[src/hdl/lccc_pkg.sv]
// lccc_pkg: shared widths, constants and codes for the lattice coefficient
// compression codec
// no dependencies
`default_nettype none

package lccc_pkg;

    // group geometry
    localparam int unsigned GROUP   = 8;
    localparam int unsigned COEF_W  = 13;
    localparam int unsigned PACK_W  = 56;
    localparam int unsigned WIDTH_W = 3;
    localparam int unsigned FIELD_W = 7;

    // default modulus
    localparam int unsigned MODULUS_DEF = 7681;

    // compressed width after reset
    localparam logic [WIDTH_W-1:0] BITS_PER_COEF_RST = 3'd3;

    // item mode codes
    localparam logic MODE_COMPRESS   = 1'b0;
    localparam logic MODE_DECOMPRESS = 1'b1;

endpackage : lccc_pkg

`default_nettype wire

[src/hdl/lccc_if.sv]
// lccc_if: valid/ready channel interfaces for the codec (request, response,
// configuration write)
// depends on lccc_pkg
`default_nettype none

interface lccc_req_if;
    import lccc_pkg::*;

    logic                valid;
    logic                ready;
    logic                mode;
    logic [COEF_W-1:0]   coef_in0;
    logic [COEF_W-1:0]   coef_in1;
    logic [COEF_W-1:0]   coef_in2;
    logic [COEF_W-1:0]   coef_in3;
    logic [COEF_W-1:0]   coef_in4;
    logic [COEF_W-1:0]   coef_in5;
    logic [COEF_W-1:0]   coef_in6;
    logic [COEF_W-1:0]   coef_in7;
    logic [PACK_W-1:0]   packed_in;

    modport source (
        output valid, mode, coef_in0, coef_in1, coef_in2, coef_in3,
               coef_in4, coef_in5, coef_in6, coef_in7, packed_in,
        input  ready
    );
    modport sink (
        input  valid, mode, coef_in0, coef_in1, coef_in2, coef_in3,
               coef_in4, coef_in5, coef_in6, coef_in7, packed_in,
        output ready
    );
endinterface : lccc_req_if

interface lccc_rsp_if;
    import lccc_pkg::*;

    logic                valid;
    logic                ready;
    logic [PACK_W-1:0]   packed_out;
    logic [COEF_W-1:0]   coef_out0;
    logic [COEF_W-1:0]   coef_out1;
    logic [COEF_W-1:0]   coef_out2;
    logic [COEF_W-1:0]   coef_out3;
    logic [COEF_W-1:0]   coef_out4;
    logic [COEF_W-1:0]   coef_out5;
    logic [COEF_W-1:0]   coef_out6;
    logic [COEF_W-1:0]   coef_out7;

    modport source (
        output valid, packed_out, coef_out0, coef_out1, coef_out2, coef_out3,
               coef_out4, coef_out5, coef_out6, coef_out7,
        input  ready
    );
    modport sink (
        input  valid, packed_out, coef_out0, coef_out1, coef_out2, coef_out3,
               coef_out4, coef_out5, coef_out6, coef_out7,
        output ready
    );
endinterface : lccc_rsp_if

interface lccc_cfg_if;
    import lccc_pkg::*;

    logic                valid;
    logic                ready;
    logic [WIDTH_W-1:0]  bits_per_coef;

    modport source (
        output valid, bits_per_coef,
        input  ready
    );
    modport sink (
        input  valid, bits_per_coef,
        output ready
    );
endinterface : lccc_cfg_if

`default_nettype wire

[src/hdl/lattice_coef_compress_codec_unit.sv]
// Lattice coefficient compression codec, top level: eight-lane compress and
// decompress datapath in three register stages
// depends on lccc_pkg and the channel interfaces in lccc_if
//
// Takes one group of eight coefficients (compress) or one packed word
// (decompress) per transfer and returns exactly one result per group, in
// order. A new group is accepted every cycle unless the pipeline is stalled.
// Stage one forms the scaled operand or extracts the d-bit fields, stage two
// runs one multiplier per lane (reciprocal of the modulus, or the modulus
// itself), stage three masks and packs or shifts down to coefficients into
// the output registers. Backpressure is handled stage by stage, so a stalled
// response holds and bubbles are squeezed out. The compressed width is set
// through the configuration channel; the user must do so only while the
// block is idle (not enforced by the block). A width of zero acts as one.
`default_nettype none

module lattice_coef_compress_codec_unit #(
    parameter int unsigned MODULUS = lccc_pkg::MODULUS_DEF
) (
    input  wire logic clk,
    input  wire logic rst_n,
    lccc_req_if.sink  req,
    lccc_rsp_if.source rsp,
    lccc_cfg_if.sink  cfg
);
    import lccc_pkg::*;

    // operand width: (13-bit coefficient << 7) + modulus/2 stays below 2^21
    localparam int unsigned OPND_W  = COEF_W + FIELD_W + 1;
    localparam int unsigned QW      = $clog2(MODULUS);
    localparam int unsigned SHIFT_K = OPND_W + QW;
    localparam int unsigned RECIP_W = OPND_W + 2;
    localparam int unsigned PROD_W  = OPND_W + RECIP_W;
    localparam logic [63:0] RECIP_FULL =
        ((64'd1 << SHIFT_K) + 64'(MODULUS) - 64'd1) / 64'(MODULUS);
    localparam logic [RECIP_W-1:0] RECIP  = RECIP_FULL[RECIP_W-1:0];
    localparam logic [OPND_W-1:0]  HALF_Q = OPND_W'(MODULUS / 2);
    localparam logic [OPND_W-1:0]  Q_OPND = OPND_W'(MODULUS);
    localparam int unsigned POS_W = $clog2(PACK_W);

    // configuration register
    logic [WIDTH_W-1:0] width_reg;

    assign cfg.ready = 1'b1;

    always_ff @(posedge clk or negedge rst_n)
    begin
        if (!rst_n)
        begin
            width_reg <= BITS_PER_COEF_RST;
        end
        else if (cfg.valid)
        begin
            width_reg <= cfg.bits_per_coef;
        end
    end

    // pipeline valid bits and stage handshakes
    logic s1_valid_reg, s2_valid_reg, s3_valid_reg;
    logic s1_ready, s2_ready, s3_ready;

    assign s3_ready  = !s3_valid_reg || rsp.ready;
    assign s2_ready  = !s2_valid_reg || s3_ready;
    assign s1_ready  = !s1_valid_reg || s2_ready;
    assign req.ready = s1_ready;

    always_ff @(posedge clk or negedge rst_n)
    begin
        if (!rst_n)
        begin
            s1_valid_reg <= 1'b0;
            s2_valid_reg <= 1'b0;
            s3_valid_reg <= 1'b0;
        end
        else
        begin
            if (s1_ready)
            begin
                s1_valid_reg <= req.valid;
            end
            if (s2_ready)
            begin
                s2_valid_reg <= s1_valid_reg;
            end
            if (s3_ready)
            begin
                s3_valid_reg <= s2_valid_reg;
            end
        end
    end

    // stage one: scale coefficients or pull out the d-bit fields
    logic [COEF_W-1:0]  coef_arr [GROUP];
    logic [WIDTH_W-1:0] d_eff;
    logic [FIELD_W-1:0] fmask_in;
    logic [OPND_W-1:0]  s1_opnd_next [GROUP];
    logic [OPND_W-1:0]  s1_opnd_reg  [GROUP];
    logic               s1_mode_reg;
    logic [WIDTH_W-1:0] s1_width_reg;

    assign coef_arr[0] = req.coef_in0;
    assign coef_arr[1] = req.coef_in1;
    assign coef_arr[2] = req.coef_in2;
    assign coef_arr[3] = req.coef_in3;
    assign coef_arr[4] = req.coef_in4;
    assign coef_arr[5] = req.coef_in5;
    assign coef_arr[6] = req.coef_in6;
    assign coef_arr[7] = req.coef_in7;

    assign d_eff    = (width_reg == '0) ? WIDTH_W'(1) : width_reg;
    assign fmask_in = FIELD_W'((8'd1 << d_eff) - 8'd1);

    always_comb
    begin
        logic [POS_W-1:0]  pos;
        logic [PACK_W-1:0] sh;
        for (int j = 0; j < GROUP; j++)
        begin
            pos = POS_W'(j) * POS_W'(d_eff);
            sh  = req.packed_in >> pos;
            if (req.mode == MODE_COMPRESS)
            begin
                s1_opnd_next[j] = (OPND_W'(coef_arr[j]) << d_eff) + HALF_Q;
            end
            else
            begin
                s1_opnd_next[j] = OPND_W'(sh[FIELD_W-1:0] & fmask_in);
            end
        end
    end

    always_ff @(posedge clk)
    begin
        if (s1_ready && req.valid)
        begin
            s1_mode_reg  <= req.mode;
            s1_width_reg <= d_eff;
            for (int j = 0; j < GROUP; j++)
            begin
                s1_opnd_reg[j] <= s1_opnd_next[j];
            end
        end
    end

    // stage two: one multiplier per lane, quotient by reciprocal or f*q + half
    logic [OPND_W-1:0]  s2_val_next [GROUP];
    logic [OPND_W-1:0]  s2_val_reg  [GROUP];
    logic               s2_mode_reg;
    logic [WIDTH_W-1:0] s2_width_reg;

    always_comb
    begin
        logic [PROD_W-1:0] prod;
        for (int j = 0; j < GROUP; j++)
        begin
            prod = PROD_W'(s1_opnd_reg[j]) * PROD_W'(RECIP);
            if (s1_mode_reg == MODE_COMPRESS)
            begin
                s2_val_next[j] = OPND_W'(prod[SHIFT_K +: FIELD_W]);
            end
            else
            begin
                s2_val_next[j] = OPND_W'(s1_opnd_reg[j][FIELD_W-1:0]) * Q_OPND
                               + (OPND_W'(1) << (s1_width_reg - WIDTH_W'(1)));
            end
        end
    end

    always_ff @(posedge clk)
    begin
        if (s2_ready && s1_valid_reg)
        begin
            s2_mode_reg  <= s1_mode_reg;
            s2_width_reg <= s1_width_reg;
            for (int j = 0; j < GROUP; j++)
            begin
                s2_val_reg[j] <= s2_val_next[j];
            end
        end
    end

    // stage three: mask and pack, or shift down to coefficients
    logic [PACK_W-1:0]  packed_next;
    logic [COEF_W-1:0]  coef_next [GROUP];
    logic [PACK_W-1:0]  packed_reg;
    logic [COEF_W-1:0]  coef_reg  [GROUP];
    logic [FIELD_W-1:0] fmask_s2;

    assign fmask_s2 = FIELD_W'((8'd1 << s2_width_reg) - 8'd1);

    always_comb
    begin
        logic [POS_W-1:0] pos;
        packed_next = '0;
        for (int j = 0; j < GROUP; j++)
        begin
            pos = POS_W'(j) * POS_W'(s2_width_reg);
            if (s2_mode_reg == MODE_COMPRESS)
            begin
                packed_next  = packed_next
                             | (PACK_W'(s2_val_reg[j][FIELD_W-1:0] & fmask_s2) << pos);
                coef_next[j] = '0;
            end
            else
            begin
                coef_next[j] = COEF_W'(s2_val_reg[j] >> s2_width_reg);
            end
        end
    end

    always_ff @(posedge clk)
    begin
        if (s3_ready && s2_valid_reg)
        begin
            packed_reg <= packed_next;
            for (int j = 0; j < GROUP; j++)
            begin
                coef_reg[j] <= coef_next[j];
            end
        end
    end

    // response channel
    assign rsp.valid      = s3_valid_reg;
    assign rsp.packed_out = packed_reg;
    assign rsp.coef_out0  = coef_reg[0];
    assign rsp.coef_out1  = coef_reg[1];
    assign rsp.coef_out2  = coef_reg[2];
    assign rsp.coef_out3  = coef_reg[3];
    assign rsp.coef_out4  = coef_reg[4];
    assign rsp.coef_out5  = coef_reg[5];
    assign rsp.coef_out6  = coef_reg[6];
    assign rsp.coef_out7  = coef_reg[7];

endmodule : lattice_coef_compress_codec_unit

`default_nettype wire

[src/flat_wrapper.sv]
// flat-port wrapper written by rule: the top's interface ports become plain ports
module lattice_coef_compress_codec_unit_flat import lccc_pkg::*;
#(
    parameter int unsigned MODULUS = lccc_pkg::MODULUS_DEF
)
  (clk, rst_n, req_valid, req_mode, req_coef_in0, req_coef_in1, req_coef_in2, req_coef_in3, req_coef_in4, req_coef_in5, req_coef_in6, req_coef_in7, req_packed_in, req_ready, rsp_valid, rsp_packed_out, rsp_coef_out0, rsp_coef_out1, rsp_coef_out2, rsp_coef_out3, rsp_coef_out4, rsp_coef_out5, rsp_coef_out6, rsp_coef_out7, rsp_ready, cfg_valid, cfg_bits_per_coef, cfg_ready);
  lccc_req_if req_i ();
  lccc_rsp_if rsp_i ();
  lccc_cfg_if cfg_i ();
  input  wire logic clk;
  input  wire logic rst_n;
  input wire logic [$bits(req_i.valid)-1:0] req_valid;
  input wire logic [$bits(req_i.mode)-1:0] req_mode;
  input wire logic [$bits(req_i.coef_in0)-1:0] req_coef_in0;
  input wire logic [$bits(req_i.coef_in1)-1:0] req_coef_in1;
  input wire logic [$bits(req_i.coef_in2)-1:0] req_coef_in2;
  input wire logic [$bits(req_i.coef_in3)-1:0] req_coef_in3;
  input wire logic [$bits(req_i.coef_in4)-1:0] req_coef_in4;
  input wire logic [$bits(req_i.coef_in5)-1:0] req_coef_in5;
  input wire logic [$bits(req_i.coef_in6)-1:0] req_coef_in6;
  input wire logic [$bits(req_i.coef_in7)-1:0] req_coef_in7;
  input wire logic [$bits(req_i.packed_in)-1:0] req_packed_in;
  output wire logic [$bits(req_i.ready)-1:0] req_ready;
  output wire logic [$bits(rsp_i.valid)-1:0] rsp_valid;
  output wire logic [$bits(rsp_i.packed_out)-1:0] rsp_packed_out;
  output wire logic [$bits(rsp_i.coef_out0)-1:0] rsp_coef_out0;
  output wire logic [$bits(rsp_i.coef_out1)-1:0] rsp_coef_out1;
  output wire logic [$bits(rsp_i.coef_out2)-1:0] rsp_coef_out2;
  output wire logic [$bits(rsp_i.coef_out3)-1:0] rsp_coef_out3;
  output wire logic [$bits(rsp_i.coef_out4)-1:0] rsp_coef_out4;
  output wire logic [$bits(rsp_i.coef_out5)-1:0] rsp_coef_out5;
  output wire logic [$bits(rsp_i.coef_out6)-1:0] rsp_coef_out6;
  output wire logic [$bits(rsp_i.coef_out7)-1:0] rsp_coef_out7;
  input wire logic [$bits(rsp_i.ready)-1:0] rsp_ready;
  input wire logic [$bits(cfg_i.valid)-1:0] cfg_valid;
  input wire logic [$bits(cfg_i.bits_per_coef)-1:0] cfg_bits_per_coef;
  output wire logic [$bits(cfg_i.ready)-1:0] cfg_ready;
  assign req_i.valid = req_valid;
  assign req_i.mode = req_mode;
  assign req_i.coef_in0 = req_coef_in0;
  assign req_i.coef_in1 = req_coef_in1;
  assign req_i.coef_in2 = req_coef_in2;
  assign req_i.coef_in3 = req_coef_in3;
  assign req_i.coef_in4 = req_coef_in4;
  assign req_i.coef_in5 = req_coef_in5;
  assign req_i.coef_in6 = req_coef_in6;
  assign req_i.coef_in7 = req_coef_in7;
  assign req_i.packed_in = req_packed_in;
  assign req_ready = req_i.ready;
  assign rsp_valid = rsp_i.valid;
  assign rsp_packed_out = rsp_i.packed_out;
  assign rsp_coef_out0 = rsp_i.coef_out0;
  assign rsp_coef_out1 = rsp_i.coef_out1;
  assign rsp_coef_out2 = rsp_i.coef_out2;
  assign rsp_coef_out3 = rsp_i.coef_out3;
  assign rsp_coef_out4 = rsp_i.coef_out4;
  assign rsp_coef_out5 = rsp_i.coef_out5;
  assign rsp_coef_out6 = rsp_i.coef_out6;
  assign rsp_coef_out7 = rsp_i.coef_out7;
  assign rsp_i.ready = rsp_ready;
  assign cfg_i.valid = cfg_valid;
  assign cfg_i.bits_per_coef = cfg_bits_per_coef;
  assign cfg_ready = cfg_i.ready;
  lattice_coef_compress_codec_unit #(.MODULUS(MODULUS)) u_core (.clk(clk), .rst_n(rst_n), .req(req_i), .rsp(rsp_i), .cfg(cfg_i));
endmodule
[config.mk]
export PLATFORM = sky130hd
export DESIGN_NAME = lattice_coef_compress_codec_unit_flat
export DESIGN_NICKNAME = d
export VERILOG_FILES = /design/src/hdl/lccc_pkg.sv /design/src/hdl/lccc_if.sv /design/src/hdl/lattice_coef_compress_codec_unit.sv /design/src/flat_wrapper.sv
export SDC_FILE = /design/constraint.sdc
export NUM_CORES = 2
export LEC_CHECK = 0
export BUFFER_PORTS_ARGS = -buffer_cell sky130_fd_sc_hd__buf_2
export CELL_PAD_IN_SITES_DETAIL_PLACEMENT = 0
export CELL_PAD_IN_SITES_GLOBAL_PLACEMENT = 2
export CORE_UTILIZATION = 25
export DETAILED_ROUTE_END_ITERATION = 16
export MAX_ROUTING_LAYER = met4
export PLACE_DENSITY_LB_ADDON = 0.1
export SYNTH_ARGS = -nofsm -noshare
export SYNTH_HDL_FRONTEND = slang
export SYNTH_SLANG_ARGS = --single-unit
[constraint.sdc]
create_clock -name clk -period 19.4 [get_ports clk]
set_input_delay 4.85 -clock clk [delete_from_list [all_inputs] [get_ports clk]]
set_output_delay 4.85 -clock clk [all_outputs]
set_load 0.01 [all_outputs]
==> results.cfg <==
[status]
status = finished, final reports clean

[worst_setup_path]
arrival_ps = 5440
cpPeakStageDelay_ps = 170
startpoint_type = primary input
regToRegStartpoint = u_core.s1_opnd_reg[0][39]
crit_top_cell = buf_2
crit_type = primary input to primary output
rr_worst_depth = 22
regToRegSetupSlack_ps = 11780
r2r_end = u_core.s2_val_reg[0][25]
path_cells = buf_2 -> nor2b_1 -> nand3_1 -> buf_2
cp_slowest_cell = buf_2
worstSetupPathDepth = 4
crit_buf_inv = 2
required_ps = 14550
critPathMaxFanout = 3
cp_top_family = simple AND/OR/NAND/NOR gates
cp-end-kind = primary output

[drt]
ant_nets = 0
dr.pass1.iters = 6
wl_um = 364000
avgViaCountPerCell = 4.81
drt-initial-drc-count = 4382
wl_per_cell_um = 24.4
vias = 71787
route.detailed.drc = 0

[timing]
drv_slew = 0
fin_tns_setup_ps = 0
worst_pin_slew_ps = 1400
setup_viol = 0
finalCriticalPeriod_ps = 10290
rsz0062_at_grt = no
worst_clock_skew_ps = 62.6
slew_headroom_pct = 5.97
finalCritPeriodShare_pct = 53.1
hold_violations = 0
fmax_mhz = 97.2

[synth]
ys_ff_latch = 502
synth_top_cell_by_area = ha_1
ys_seq_area_share_pct = 16.0
synth-edff-count = 496
yosys-top-cells-area = ha_1 25%, fa_1 20%, edfxtp_1 16%, inv_1 6.7%, mux4_2 3.9%
ys_types = 100
syn_inst = 9616
synth_area_um2 = 94300
synthesis.nets = 12605
async_flop_share_pct = 1.20
ys.flop_type = edfxtp_1
syn-mean-instance-area_um2 = 9.81
synth_top_area_share_pct = 25.1
yosysWarnings = 0

[global_routing]
grt_pass1_wl_um = 535000
grt_antenna_before_repair = 25
grt_max_degree = 144
grt_overflow = 0
first_global_vias = 75429
grt_use_total_pct = 19.6

[clock_tree]
postCtsResizedCells = 0
cts_made_buffers = 80
clk_pin_slew_ps = 60
clk_latency_ps = 820
cts_hold_buf = 0
cts.sinks = 502
clockRootBuffer = clkbuf_16
postCtsSetupBuffers = 0
clk_path_buf_depth = 4
cts_tree = built
htreeDepth = 3

[min_path]
min_from = u_core.s1_valid_reg
min_path_cells = 1
min_path_type = flop to flop
min_to = u_core.s2_valid_reg

[floorplanning]
num_rows = 225
initial_core_util_pct = 25.1
die_h_um = 616
fp.dieW_um = 616
die-area_um2 = 380000
core_area_um2 = 376000
io_pins = 332

[cells_and_area]
layout.nets = 12861
area_growth_pct = 11.0
drive_gt1_share_pct = 8.91
largest_reg_flops = 168

[placed_design]
place_congestion = 0.885
port-buffer-count = 330
dp_hpwl_um = 301000

[run]
drv_cap = 0
## cell usage after synthesis, types with 100 or more instances
| cell type | count |
|---|---|
| nand3_1 | 159 |
| xnor2_1 | 152 |
| edfxtp_1 | 496 |
| nor3_1 | 100 |
| a21oi_1 | 397 |
| clkbuf_1 | 174 |
| mux2i_1 | 334 |
| ha_1 | 1888 |
| fa_1 | 932 |
| o21ai_0 | 262 |
| mux4_2 | 165 |
| inv_1 | 1676 |
| nor2_1 | 440 |
| a31oi_1 | 103 |
| nand2_1 | 724 |
| xor2_1 | 110 |
| a21o_1 | 123 |
## cells in the final DEF, fill, tap and decap left out, types with 20 or more instances in the layout
cell type  Yosys  routed
ha_1        1888    1887
inv_1       1676    1674
fa_1         932     932
nand2_1      724     724
edfxtp_1     496     496
nor2_1       440     437
a21oi_1      397     396
mux2i_1      334     334
buf_2         50     329
o21ai_0      262     262
mux4_2       165     165
nand3_1      159     159
xnor2_1      152     152
buf_4          9     151
a21o_1       123     123
xor2_1       110     110
a31oi_1      103     103
nor3_1       100     100
nor2b_1       97      96
a21boi_0      97      96
a211oi_1      80      80
clkbuf_16      0      80
and3_1        67      66
o21a_1        62      62
o22ai_1       61      61
and2_1        63      60
nand4_1       59      59
a22oi_1       48      48
nand2b_1      39      38
o211ai_1      36      36
mux2_2        33      33
nor4_1        32      32
o21bai_1      31      31
o31ai_1       31      31
or3_1         26      26
or2_2         23      23
a221oi_1      21      21
a2111oi_0     22      20
## worst max path at each step
stage | from | to | slack [ps]
floorplan | rsp_ready | req_ready | 9420
global placement | rsp_ready | req_ready | 9030
detailed placement | rsp_ready | req_ready | 9100
CTS | rsp_ready | req_ready | 9090
global route | rsp_ready | req_ready | 9060
finish | rsp_ready | req_ready | 9110
## cells by family (layout without fill, tap and decap cells)
| family | after synthesis | in the layout | synth area share, % |
|---|---|---|---|
| AOI/OAI and AO/OA | 1600 | 1600 | 11.2 |
| other | 1 | 18 | 0.00398 |
| buffers and inverters | 1993 | 2305 | 8.21 |
| muxes | 535 | 535 | 7.96 |
| DFF | 502 | 502 | 16.0 |
| xor gates and xnor gates | 262 | 262 | 2.43 |
| adders and majority gates | 2831 | 2831 | 45.0 |
| and+or+nand+nor | 1892 | 1892 | 9.28 |
## per-layer routing
metal  up-vias  global-route usage (%)  share of wire (%)
li1      33879                       -                  -
met1     36162                    29.1                 51
met2      1486                    29.3                 43
met3       260                    1.49                3.5
met4         0                    3.17                1.7
met5         -                       -                  0
## through the flow
step           instances  hold WS, ps  util (%)  instance area, um2  setup WS (ps)
2_1_floorplan       9616          424         -               94300           9420
3_3_place_gp       14784          487      27.2              102000           9030
3_5_place_dp       14784          503      27.2              102000           9100
4_1_cts            14922          540      27.9              105000           9090
5_1_grt            14924          559      27.9              105000           9060
6_report           14939          528      27.9              105000           9110
## area by class of cell
cell class / instances / area (um2)
clock inverters: 54 / 543
fillers: 40103 / 271000
diodes: 17 / 42.5
clock buffers: 84 / 2020
flip-flops and latches: 502 / 15100
inverters: 1684 / 6340
repair buffers: 483 / 2840
well taps: 4994 / 6250
multi-input cells: 7121 / 71600
Power is left out: the tool's default activity adds up to more than one toggle a clock period on the data nets, which glitch-free logic cannot reach.
